File: src/hdl/sha1md_pkg.sv
// Shared types and constants of the SHA-1 message digest block.
package sha1md_pkg;

    // Initial chaining values.
    localparam logic [31:0] IV_0 = 32'h67452301;
    localparam logic [31:0] IV_1 = 32'hEFCDAB89;
    localparam logic [31:0] IV_2 = 32'h98BADCFE;
    localparam logic [31:0] IV_3 = 32'h10325476;
    localparam logic [31:0] IV_4 = 32'hC3D2E1F0;

    // Round constants, one per group of twenty rounds.
    localparam logic [31:0] K_0 = 32'h5A827999;
    localparam logic [31:0] K_1 = 32'h6ED9EBA1;
    localparam logic [31:0] K_2 = 32'h8F1BBCDC;
    localparam logic [31:0] K_3 = 32'hCA62C1D6;

    // Round counts and boundaries of the round groups.
    localparam logic [6:0] ROUND_LAST = 7'd79;
    localparam logic [6:0] GROUP_1    = 7'd20;
    localparam logic [6:0] GROUP_2    = 7'd40;
    localparam logic [6:0] GROUP_3    = 7'd60;

    // Padding bytes and positions within a 64-byte block.
    localparam logic [7:0] PAD_MARK   = 8'h80;
    localparam logic [5:0] LEN_START  = 6'd56;
    localparam logic [5:0] BLOCK_LAST = 6'd63;

    // Five working words a to e; also used for the chaining words.
    typedef struct packed {
        logic [31:0] a;
        logic [31:0] b;
        logic [31:0] c;
        logic [31:0] d;
        logic [31:0] e;
    } t_work;

    // Control of the block buffer and message schedule.
    typedef struct packed {
        logic       push;
        logic [7:0] byte_val;
        logic       advance;
    } t_sched_ctl;

endpackage

File: src/hdl/sha1md_sched.sv
// Block buffer that packs message bytes and then runs the rolling message schedule.
module sha1md_sched
    import sha1md_pkg::*;
(
    input  logic        i_clk,
    input  t_sched_ctl  i_ctl,
    output logic [31:0] o_word
);

    logic [511:0] r_buf;
    logic [511:0] n_buf;
    logic [31:0]  w_mix;

    // Taps at words 0, 2, 8 and 13 of the sixteen-word window give the next word.
    assign w_mix  = r_buf[511:480] ^ r_buf[447:416] ^ r_buf[255:224] ^ r_buf[95:64];
    assign o_word = r_buf[511:480];

    // Bytes shift in at the bottom, so the first byte ends up most significant.
    always_comb begin
        n_buf = r_buf;
        if (i_ctl.push) begin
            n_buf = {r_buf[503:0], i_ctl.byte_val};
        end else if (i_ctl.advance) begin
            n_buf = {r_buf[479:0], w_mix[30:0], w_mix[31]};
        end
    end

    always_ff @(posedge i_clk) begin
        r_buf <= n_buf;
    end

endmodule

File: src/hdl/sha1md_round.sv
// One SHA-1 compression round, shared by all eighty rounds of a block.
module sha1md_round
    import sha1md_pkg::*;
(
    input  t_work       i_work,
    input  logic [31:0] i_word,
    input  logic [6:0]  i_round,
    output t_work       o_work
);

    logic [31:0] w_f;
    logic [31:0] w_k;

    // Select the round function and constant by round group.
    always_comb begin
        if (i_round < GROUP_1) begin
            w_f = (i_work.b & i_work.c) | (~i_work.b & i_work.d);
            w_k = K_0;
        end else if (i_round < GROUP_2) begin
            w_f = i_work.b ^ i_work.c ^ i_work.d;
            w_k = K_1;
        end else if (i_round < GROUP_3) begin
            w_f = (i_work.b & i_work.c) | (i_work.b & i_work.d) | (i_work.c & i_work.d);
            w_k = K_2;
        end else begin
            w_f = i_work.b ^ i_work.c ^ i_work.d;
            w_k = K_3;
        end
    end

    // Rotate the words and form the new a.
    always_comb begin
        o_work.a = {i_work.a[26:0], i_work.a[31:27]} + w_f + i_work.e + w_k + i_word;
        o_work.b = i_work.a;
        o_work.c = {i_work.b[1:0], i_work.b[31:2]};
        o_work.d = i_work.c;
        o_work.e = i_work.d;
    end

endmodule

File: src/hdl/sha1_message_digest_top.sv
// SHA-1 message digest: byte intake, padding sequencer, shared round unit and chaining words.
//
// Input channel: one message byte per transaction (i_data_byte with i_has_byte set),
// packed big-endian into 64-byte blocks. A transaction with i_is_last set ends the
// message; it may also carry a final byte, or none for an empty tail.
// Output channel: one 160-bit digest per message, split over o_digest_top,
// o_digest_middle and o_digest_bottom.
// Flow: a byte that does not fill a block is taken without a stall. A byte that fills
// a block is stored, then passes 80 rounds through the single round unit and the
// feed-forward before the next byte is taken. The end of a message feeds the padding
// bytes one per cycle (up to 72 over two blocks), pausing while a full block is
// compressed, and compresses one or two more blocks before the digest is loaded,
// after any wait for an earlier digest still held.
// Reset loads the initial chaining values and empties the block and length counters.
// The digest waits in an output register; further message bytes are taken meanwhile,
// and only the end of the next message stalls until the receiver takes the digest.
// After a digest is issued the block starts over with a fresh message.
module sha1_message_digest_top
    import sha1md_pkg::*;
(
    input  logic        i_clk,
    input  logic        i_rst_n,
    input  logic        i_in_valid,
    output logic        o_in_ready,
    input  logic [7:0]  i_data_byte,
    input  logic        i_has_byte,
    input  logic        i_is_last,
    output logic        o_out_valid,
    input  logic        i_out_ready,
    output logic [63:0] o_digest_top,
    output logic [63:0] o_digest_middle,
    output logic [31:0] o_digest_bottom
);

    // Sequencer states.
    localparam logic [2:0] S_IDLE  = 3'd0;
    localparam logic [2:0] S_PAD   = 3'd1;
    localparam logic [2:0] S_ROUND = 3'd2;
    localparam logic [2:0] S_FEED  = 3'd3;
    localparam logic [2:0] S_DONE  = 3'd4;

    // Padding phases.
    localparam logic [1:0] PH_MARK = 2'd0;
    localparam logic [1:0] PH_ZERO = 2'd1;
    localparam logic [1:0] PH_LEN  = 2'd2;

    localparam t_work IV_WORDS = '{a: IV_0, b: IV_1, c: IV_2, d: IV_3, e: IV_4};

    logic [2:0]  r_state,    n_state;
    logic [6:0]  r_round,    n_round;
    logic [5:0]  r_count,    n_count;
    logic [63:0] r_bitlen,   n_bitlen;
    logic [1:0]  r_phase,    n_phase;
    logic        r_finish,   n_finish;
    logic        r_len_done, n_len_done;
    logic        r_out_valid, n_out_valid;
    t_work       r_chain,    n_chain;
    t_work       r_work,     n_work;
    logic [159:0] r_digest,  n_digest;

    t_sched_ctl  w_ctl;
    logic [31:0] w_word;
    t_work       w_round_out;
    logic        w_in_acc;
    logic        w_is_len;

    sha1md_sched u_sched (
        .i_clk  (i_clk),
        .i_ctl  (w_ctl),
        .o_word (w_word)
    );

    sha1md_round u_round (
        .i_work  (r_work),
        .i_word  (w_word),
        .i_round (r_round),
        .o_work  (w_round_out)
    );

    assign o_in_ready      = (r_state == S_IDLE);
    assign w_in_acc        = i_in_valid && o_in_ready;
    assign o_out_valid     = r_out_valid;
    assign o_digest_top    = r_digest[159:96];
    assign o_digest_middle = r_digest[95:32];
    assign o_digest_bottom = r_digest[31:0];

    // After the mark, the padding byte at position 56 starts the length field, which runs to the block end.
    assign w_is_len = (r_phase == PH_LEN) || ((r_phase == PH_ZERO) && (r_count == LEN_START));

    // Sequencer: byte intake, padding, rounds, feed-forward and digest hand-off.
    always_comb begin
        n_state     = r_state;
        n_round     = r_round;
        n_count     = r_count;
        n_bitlen    = r_bitlen;
        n_phase     = r_phase;
        n_finish    = r_finish;
        n_len_done  = r_len_done;
        n_out_valid = r_out_valid;
        n_chain     = r_chain;
        n_work      = r_work;
        n_digest    = r_digest;
        w_ctl       = '0;

        if (r_out_valid && i_out_ready) begin
            n_out_valid = 1'b0;
        end

        case (r_state)
            S_IDLE: begin
                if (w_in_acc) begin
                    n_finish = i_is_last;
                    if (i_has_byte) begin
                        w_ctl.push     = 1'b1;
                        w_ctl.byte_val = i_data_byte;
                        n_bitlen       = r_bitlen + 64'd8;
                    end
                    if (i_has_byte && (r_count == BLOCK_LAST)) begin
                        n_state = S_ROUND;
                        n_round = '0;
                        n_work  = r_chain;
                    end else if (i_is_last) begin
                        n_state = S_PAD;
                    end
                end
            end
            S_PAD: begin
                w_ctl.push = 1'b1;
                if (r_phase == PH_MARK) begin
                    w_ctl.byte_val = PAD_MARK;
                    n_phase        = PH_ZERO;
                end else if (w_is_len) begin
                    w_ctl.byte_val = r_bitlen[63:56];
                    n_bitlen       = {r_bitlen[55:0], 8'd0};
                    n_phase        = PH_LEN;
                end else begin
                    w_ctl.byte_val = 8'd0;
                end
                if (r_count == BLOCK_LAST) begin
                    n_len_done = w_is_len && (r_phase != PH_MARK);
                    n_state    = S_ROUND;
                    n_round    = '0;
                    n_work     = r_chain;
                end
            end
            S_ROUND: begin
                w_ctl.advance = 1'b1;
                n_work        = w_round_out;
                n_round       = r_round + 7'd1;
                if (r_round == ROUND_LAST) begin
                    n_state = S_FEED;
                    n_round = '0;
                end
            end
            S_FEED: begin
                n_chain.a = r_chain.a + r_work.a;
                n_chain.b = r_chain.b + r_work.b;
                n_chain.c = r_chain.c + r_work.c;
                n_chain.d = r_chain.d + r_work.d;
                n_chain.e = r_chain.e + r_work.e;
                if (!r_finish) begin
                    n_state = S_IDLE;
                end else if (r_len_done) begin
                    n_state = S_DONE;
                end else begin
                    n_state = S_PAD;
                end
            end
            S_DONE: begin
                if (!r_out_valid || i_out_ready) begin
                    n_digest    = {r_chain.a, r_chain.b, r_chain.c, r_chain.d, r_chain.e};
                    n_out_valid = 1'b1;
                    n_chain     = IV_WORDS;
                    n_bitlen    = '0;
                    n_phase     = PH_MARK;
                    n_finish    = 1'b0;
                    n_len_done  = 1'b0;
                    n_state     = S_IDLE;
                end
            end
            default: begin
                n_state = S_IDLE;
            end
        endcase

        // Every pushed byte advances the position in the block.
        if (w_ctl.push) begin
            n_count = r_count + 6'd1;
        end
    end

    // Control state and chaining words.
    always_ff @(posedge i_clk) begin
        if (!i_rst_n) begin
            r_state     <= S_IDLE;
            r_round     <= '0;
            r_count     <= '0;
            r_bitlen    <= '0;
            r_phase     <= PH_MARK;
            r_finish    <= 1'b0;
            r_len_done  <= 1'b0;
            r_out_valid <= 1'b0;
            r_chain     <= IV_WORDS;
        end else begin
            r_state     <= n_state;
            r_round     <= n_round;
            r_count     <= n_count;
            r_bitlen    <= n_bitlen;
            r_phase     <= n_phase;
            r_finish    <= n_finish;
            r_len_done  <= n_len_done;
            r_out_valid <= n_out_valid;
            r_chain     <= n_chain;
        end
    end

    // Working words and digest register.
    always_ff @(posedge i_clk) begin
        r_work   <= n_work;
        r_digest <= n_digest;
    end

endmodule

File: config.mk
export PLATFORM = sky130hd
export DESIGN_NAME = sha1_message_digest_top
export DESIGN_NICKNAME = d
export VERILOG_FILES = /design/src/hdl/sha1md_pkg.sv /design/src/hdl/sha1md_sched.sv /design/src/hdl/sha1md_round.sv /design/src/hdl/sha1_message_digest_top.sv
export SDC_FILE = /design/constraint.sdc
export NUM_CORES = 2
export LEC_CHECK = 0
export ABC_CLOCK_PERIOD_IN_PS = 17700
export BUFFER_PORTS_ARGS = -buffer_cell sky130_fd_sc_hd__buf_2
export CORE_MARGIN = 2
export CORE_UTILIZATION = 50
export CTS_CLUSTER_SIZE = 16
export DETAILED_ROUTE_END_ITERATION = 16
export GPL_ROUTABILITY_DRIVEN = 0
export PLACE_DENSITY = 0.66
export RECOVER_POWER = 25
export SLEW_MARGIN = 10
export SYNTH_ARGS = -nofsm -noshare
export SYNTH_HDL_FRONTEND = slang
export SYNTH_SLANG_ARGS = --single-unit
File: constraint.sdc
create_clock -name i_clk -period 17.7 [get_ports i_clk]
set_input_delay 0.885 -clock i_clk [delete_from_list [all_inputs] [get_ports i_clk]]
set_output_delay 0.885 -clock i_clk [all_outputs]
set_load 0.05 [all_outputs]
After elaboration in Yosys (flattened, before gate mapping)
Index checks and enable logic that the tools add are counted.

Register bits: 1077. Latch bits: 0. Memory bits (writable): 0. ROM bits: 0. Input port bits: 14. Output and inout port bits: 162. Memories kept: 0.

Add/sub/neg operators: 12. Multipliers: 0. Div/mod/pow operators: 0. Magnitude comparators: 3. Equality and inequality tests: 19. Shift operators: 0. Muxes and demuxes: 52. Bitwise logic cells: 13. Reduce and logical (&&, ||, !) cells: 25.

Operators by type and width (count): 512-bit two-way mux (2); 160-bit two-way mux (4); 160-bit one-hot mux with 3 select lines (1); 64-bit two-way mux (5); 160-bit one-hot mux with 2 select lines (1); 32-bit adder (9); 64-bit one-hot mux with 3 select lines (1); 32-bit two-way mux (5); 32-bit XOR (5); 32-bit bitwise AND (4); 32-bit OR (3); 64-bit by 4-bit adder with 64-bit output (second input constant) (1); 32-bit NOT (1); 31-bit two-way mux (1); 7-bit two-way mux (4); 3-bit two-way mux (8); 7-bit one-hot mux with 3 select lines (1); 9-bit two-way mux (2); 9-bit one-hot mux with 2 select lines (1); 8-bit two-way mux (2); 3-bit one-hot mux with 5 select lines (1); 7-bit by 6-bit < comparator with 1-bit output (second input constant) (2); 6-bit equality test (second input constant) (2); 2-bit != test (second input constant) (5); 28 further kinds (53).

Depth between registers and ports, before layout
Depth after elaboration: 11. Mapped depth: 22.

Cells and area by module
Synthesis repeated with hierarchy kept, for this count alone.

Cells, all modules: 5232. Area, all modules: 59559.6 um^2.

By module, submodules not included: sha1_message_digest_top (instances 1, cells an instance 3206, area each 29747.3 um^2, sequential area each 14453.9 um^2); sha1md_sched (instances 1, cells an instance 1246, area each 23251.0 um^2, sequential area each 15374.7 um^2); sha1md_round (instances 1, cells an instance 780, area each 6561.3 um^2, sequential area each 0.0 um^2).

Worst setup path after synthesis
No wires, ideal clock.

Path type: input-to-reg. From: in i_in_valid. To: reg u_sched.r_buf[0] (enable). Arrival time: 10.185 ns. Slack: 3.883 ns. Stages on the path: 6. Cells stage by stage: a21oi_1 nand2b_1 clkbuf_1 clkbuf_1 clkbuf_1 nand2_1.

Cells in the longest elaborated chain, start to end: 4.

Ends and longest elaborated chain: from (decl) (RTL line sha1_message_digest_top.sv:23) `input logic i_in_valid,`; 1-bit logical AND (RTL line sha1_message_digest_top.sv:81) `assign w_in_acc = i_in_valid && o_in_ready;`; 9-bit two-way mux (RTL line sha1_message_digest_top.sv:111) `if (w_in_acc) begin`; 9-bit one-hot mux with 2 select lines (RTL line sha1_message_digest_top.sv:109) `case (r_state)`; 2-bit nonzero test (no line); to (signal assigned) (RTL line sha1md_sched.sv:29) `r_buf <= n_buf;`; to (decl) (RTL line sha1md_sched.sv:10) `logic [511:0] r_buf;`.

Every way passes these cells. A chain may end at the register's enable or synchronous reset.

==> results.json <==
{
  "die-area_sq_mm": 0.117,
  "power_leakage_nw": 26.0,
  "synthSimpleGateAreaFrac": 0.190,
  "fin_skew_ns": 0.0414,
  "synth_top_family_by_area": "simple AND/OR/NAND/NOR gates",
  "ys_seq_area_frac": 0.522,
  "postCtsHoldBufs": 0,
  "p_clk_frac": 0.411,
  "ant_nets": 0,
  "fp.coreArea_sq_mm": 0.114,
  "avgSynthCellArea_sq_um": 9.54,
  "synth_xor_area_frac": 0.0426,
  "power_density_mw_per_mm2": 97.0,
  "synth_top_area_frac": 0.437,
  "end_kind": "flip-flop",
  "cap_viol_max_count": 5,
  "synthesis.area_sq_mm": 0.0571,
  "via_per_inst": 5.64,
  "internal_power_w": 0.00458,
  "maxSlewHeadroom": -5.73,
  "first_pass_iters": 6,
  "grt_overflow": 0,
  "drc": 0,
  "slew_violations": 484,
  "first_iter_violations": 4812,
  "worstSetupPathType": "flip-flop to flip-flop",
  "antenna_found_initial": 0,
  "track_usage": 0.255,
  "numCtsBuffers": 115,
  "totalWireLength_microns": 152000,
  "synthMuxAreaShare": 0.00600,
  "rows": 124,
  "synth_area_leaders": "edfxtp_1, nand2_1, dfxtp_1",
  "num-nets-final": 6392,
  "cp-start-kind": "flip-flop",
  "cts_tree": "yes",
  "synth_nets": 6326,
  "first_global_vias": 40700,
  "run_status": "finished, violations left",
  "cts-resized-gates": 0,
  "setup_slack_ns": 7.06,
  "worstPathRequired_ns": 18.10,
  "hold_viol": 0,
  "rsz0062_at_grt": "false",
  "sw_frac_of_total": 0.250,
  "final_common_cell": "nand2_1",
  "async_reset_ff_frac": 0,
  "finalCritPeriodShare": 0.601,
  "yosys.area_share.adder": 0.0859,
  "io_pins": 176,
  "ys_seq_elements": 1074,
  "cpPeakStageDelay_ns": 6.73,
  "clk_latency_ns": 0.73,
  "die_h_microns": 342,
  "setup_viol": 0,
  "fin_area_sq_mm": 0.0630,
  "root_buffer": "clkbuf_16",
  "ys.flop_type": "edfxtp_1",
  "grt_max_degree": 231,
  "post_cts_buffers": 0,
  "ys_types": 97,
  "cts.path.max_buffers": 3,
  "layout.cells.non_filler": 7665,
  "synth_compound_area_frac": 0.116,
  "dpl.cell_count": 7451,
  "crit_top_cell": "clkbuf_1",
  "worstPathCellList": "clkbuf_1 > or3b_1 > clkbuf_1 > nand2_1 > o21ai_0",
  "placed_area_sq_mm": 0.0594,
  "clk_pin_slew_ns": 0.06,
  "worst-path-max-fanout": 230,
  "post-place-ws_ns": 11.32,
  "p_sw_w": 0.00153,
  "ir_drop_uv": 85.9,
  "vias": 43300,
  "layout_common_cells": "nand2_1, edfxtp_1, nor2_1, o21ai_0, inv_1",
  "yosysTopAreaCell": "edfxtp_1",
  "dp_hpwl_microns": 105000,
  "syn_inst": 5990,
  "synth_edf_count": 832,
  "setup-tns-final_ns": 0,
  "start_util": 0.502,
  "fp.dieW_microns": 342,
  "portBuffers": 175,
  "fin_crit_ns": 10.64,
  "yosysWarnings": 0,
  "drive_above_1_share": 0.0475,
  "tightest_slew_ns": 10.09,
  "critical_path_arrival_ns": 11.03,
  "cts_max_level": 3,
  "area_delta_synth_final_pct": 10.3,
  "crit_slowest_cell": "clkbuf_1",
  "violations": "max-capacitance violations, max-slew violations",
  "wire_per_inst_microns": 19.8,
  "hold_path.class": "primary input to flip-flop",
  "pwr-share-comb": 0.099,
  "seq_power_share": 0.490,
  "grt_pass1_wl_microns": 234000,
  "cts_sinks": 1074,
  "fillerInstances": 10000,
  "fmax_mhz": 94.0
}
## cell usage after synthesis, drive strengths merged, types with 10 or more instances
cell	n
o21ai	319
nand2b	20
xnor2	195
a21oi	270
o211ai	12
or3	21
o41ai	10
nand2	1983
a31oi	40
nor2	316
mux2i	32
inv	288
and2	18
nor3	75
or2	12
nor2b	31
clkbuf	255
o21a	34
and3	41
fa	117
edfxtp	832
o21bai	19
ha	205
dfxtp	242
nor4	21
a211oi	27
buf	18
o31ai	21
a221oi	30
a21o	93
xor2	83
o22ai	37
nand3	69
a22oi	45
nand4	33
## critical path, delay by kind of cell, from the launching register on
family                 cells  cell delay [ns]
buffers and inverters      2             7.43
and+or+nand+nor            2             1.46
DFF                        1             0.59
AOI/OAI and AO/OA          1             0.36
## flip-flops by register name, indices dropped and copies added, names as in the netlist
signal,count
r_phase,2
r_state,3
o_out_valid,1
r_bitlen,61
r_digest,160
r_count,6
r_len_done,1
r_round,7
u_sched.r_buf,512
r_chain,160
r_finish,1
r_work,160
## power by group through the flow
stage          clock (W)  sequential [W]  combinational [W]
2_1_floorplan          0         0.00306           0.000464
3_3_place_gp           0         0.00304           0.000590
3_5_place_dp           0         0.00304           0.000601
4_1_cts          0.00256         0.00299           0.000605
5_1_grt          0.00265         0.00301           0.000688
6_report         0.00251         0.00299           0.000605
## cell type report
type                            instances  area [sq um]  share of cell area
Sequential cell                      1074         29800               0.473
Timing Repair Buffer                  222          1030              0.0163
Inverter                              288          1090              0.0173
Tap cell                             1512          1890              0.0300
Clock buffer                          139          3060              0.0486
Clock inverter                         74           882              0.0140
Antenna cell                            1          2.50           0.0000397
Multi-Input combinational cell       4355         25200               0.400
## final timing paths
path	start	to	slack [ns]	cells past startpoint
max	r_state[2]	r_work[124]	7.06	5
min	i_is_last	r_finish	0.49	3
max reg2reg	r_state[2]	r_work[124]	7.06	5
min reg2reg	r_count[1]	r_count[1]	0.49	2
## stage by stage
step	hold slack, ns	util	power, W
2_1_floorplan	0.449	-	0.00352
3_3_place_gp	0.480	0.521	0.00363
4_1_cts	0.443	0.556	0.00615
3_5_place_dp	0.487	0.521	0.00364
5_1_grt	0.483	0.553	0.00635
6_report	0.486	0.553	0.00611
## cells by family (layout without fill, tap and decap cells)
logic type / after synthesis / in the layout
adder cells (fa/ha/maj): 322 / 322
AO/OA/AOI/OAI: 1056 / 1056
flip-flops: 1074 / 1074
multiplexers: 34 / 34
XOR/XNOR: 278 / 278
AND/OR/NAND/NOR: 2665 / 2665
other: 0 / 1
buffers and inverters: 561 / 723
## metal layers
layer,vias up,global-route usage,part of all wire
li1,20700,-,-
met3,303,0.0331,0.070
met1,20700,0.358,0.44
met4,0,0.109,0.044
met5,-,0,0
met2,1564,0.400,0.45
No activity file was read; power rests on OpenSTA's default activity.
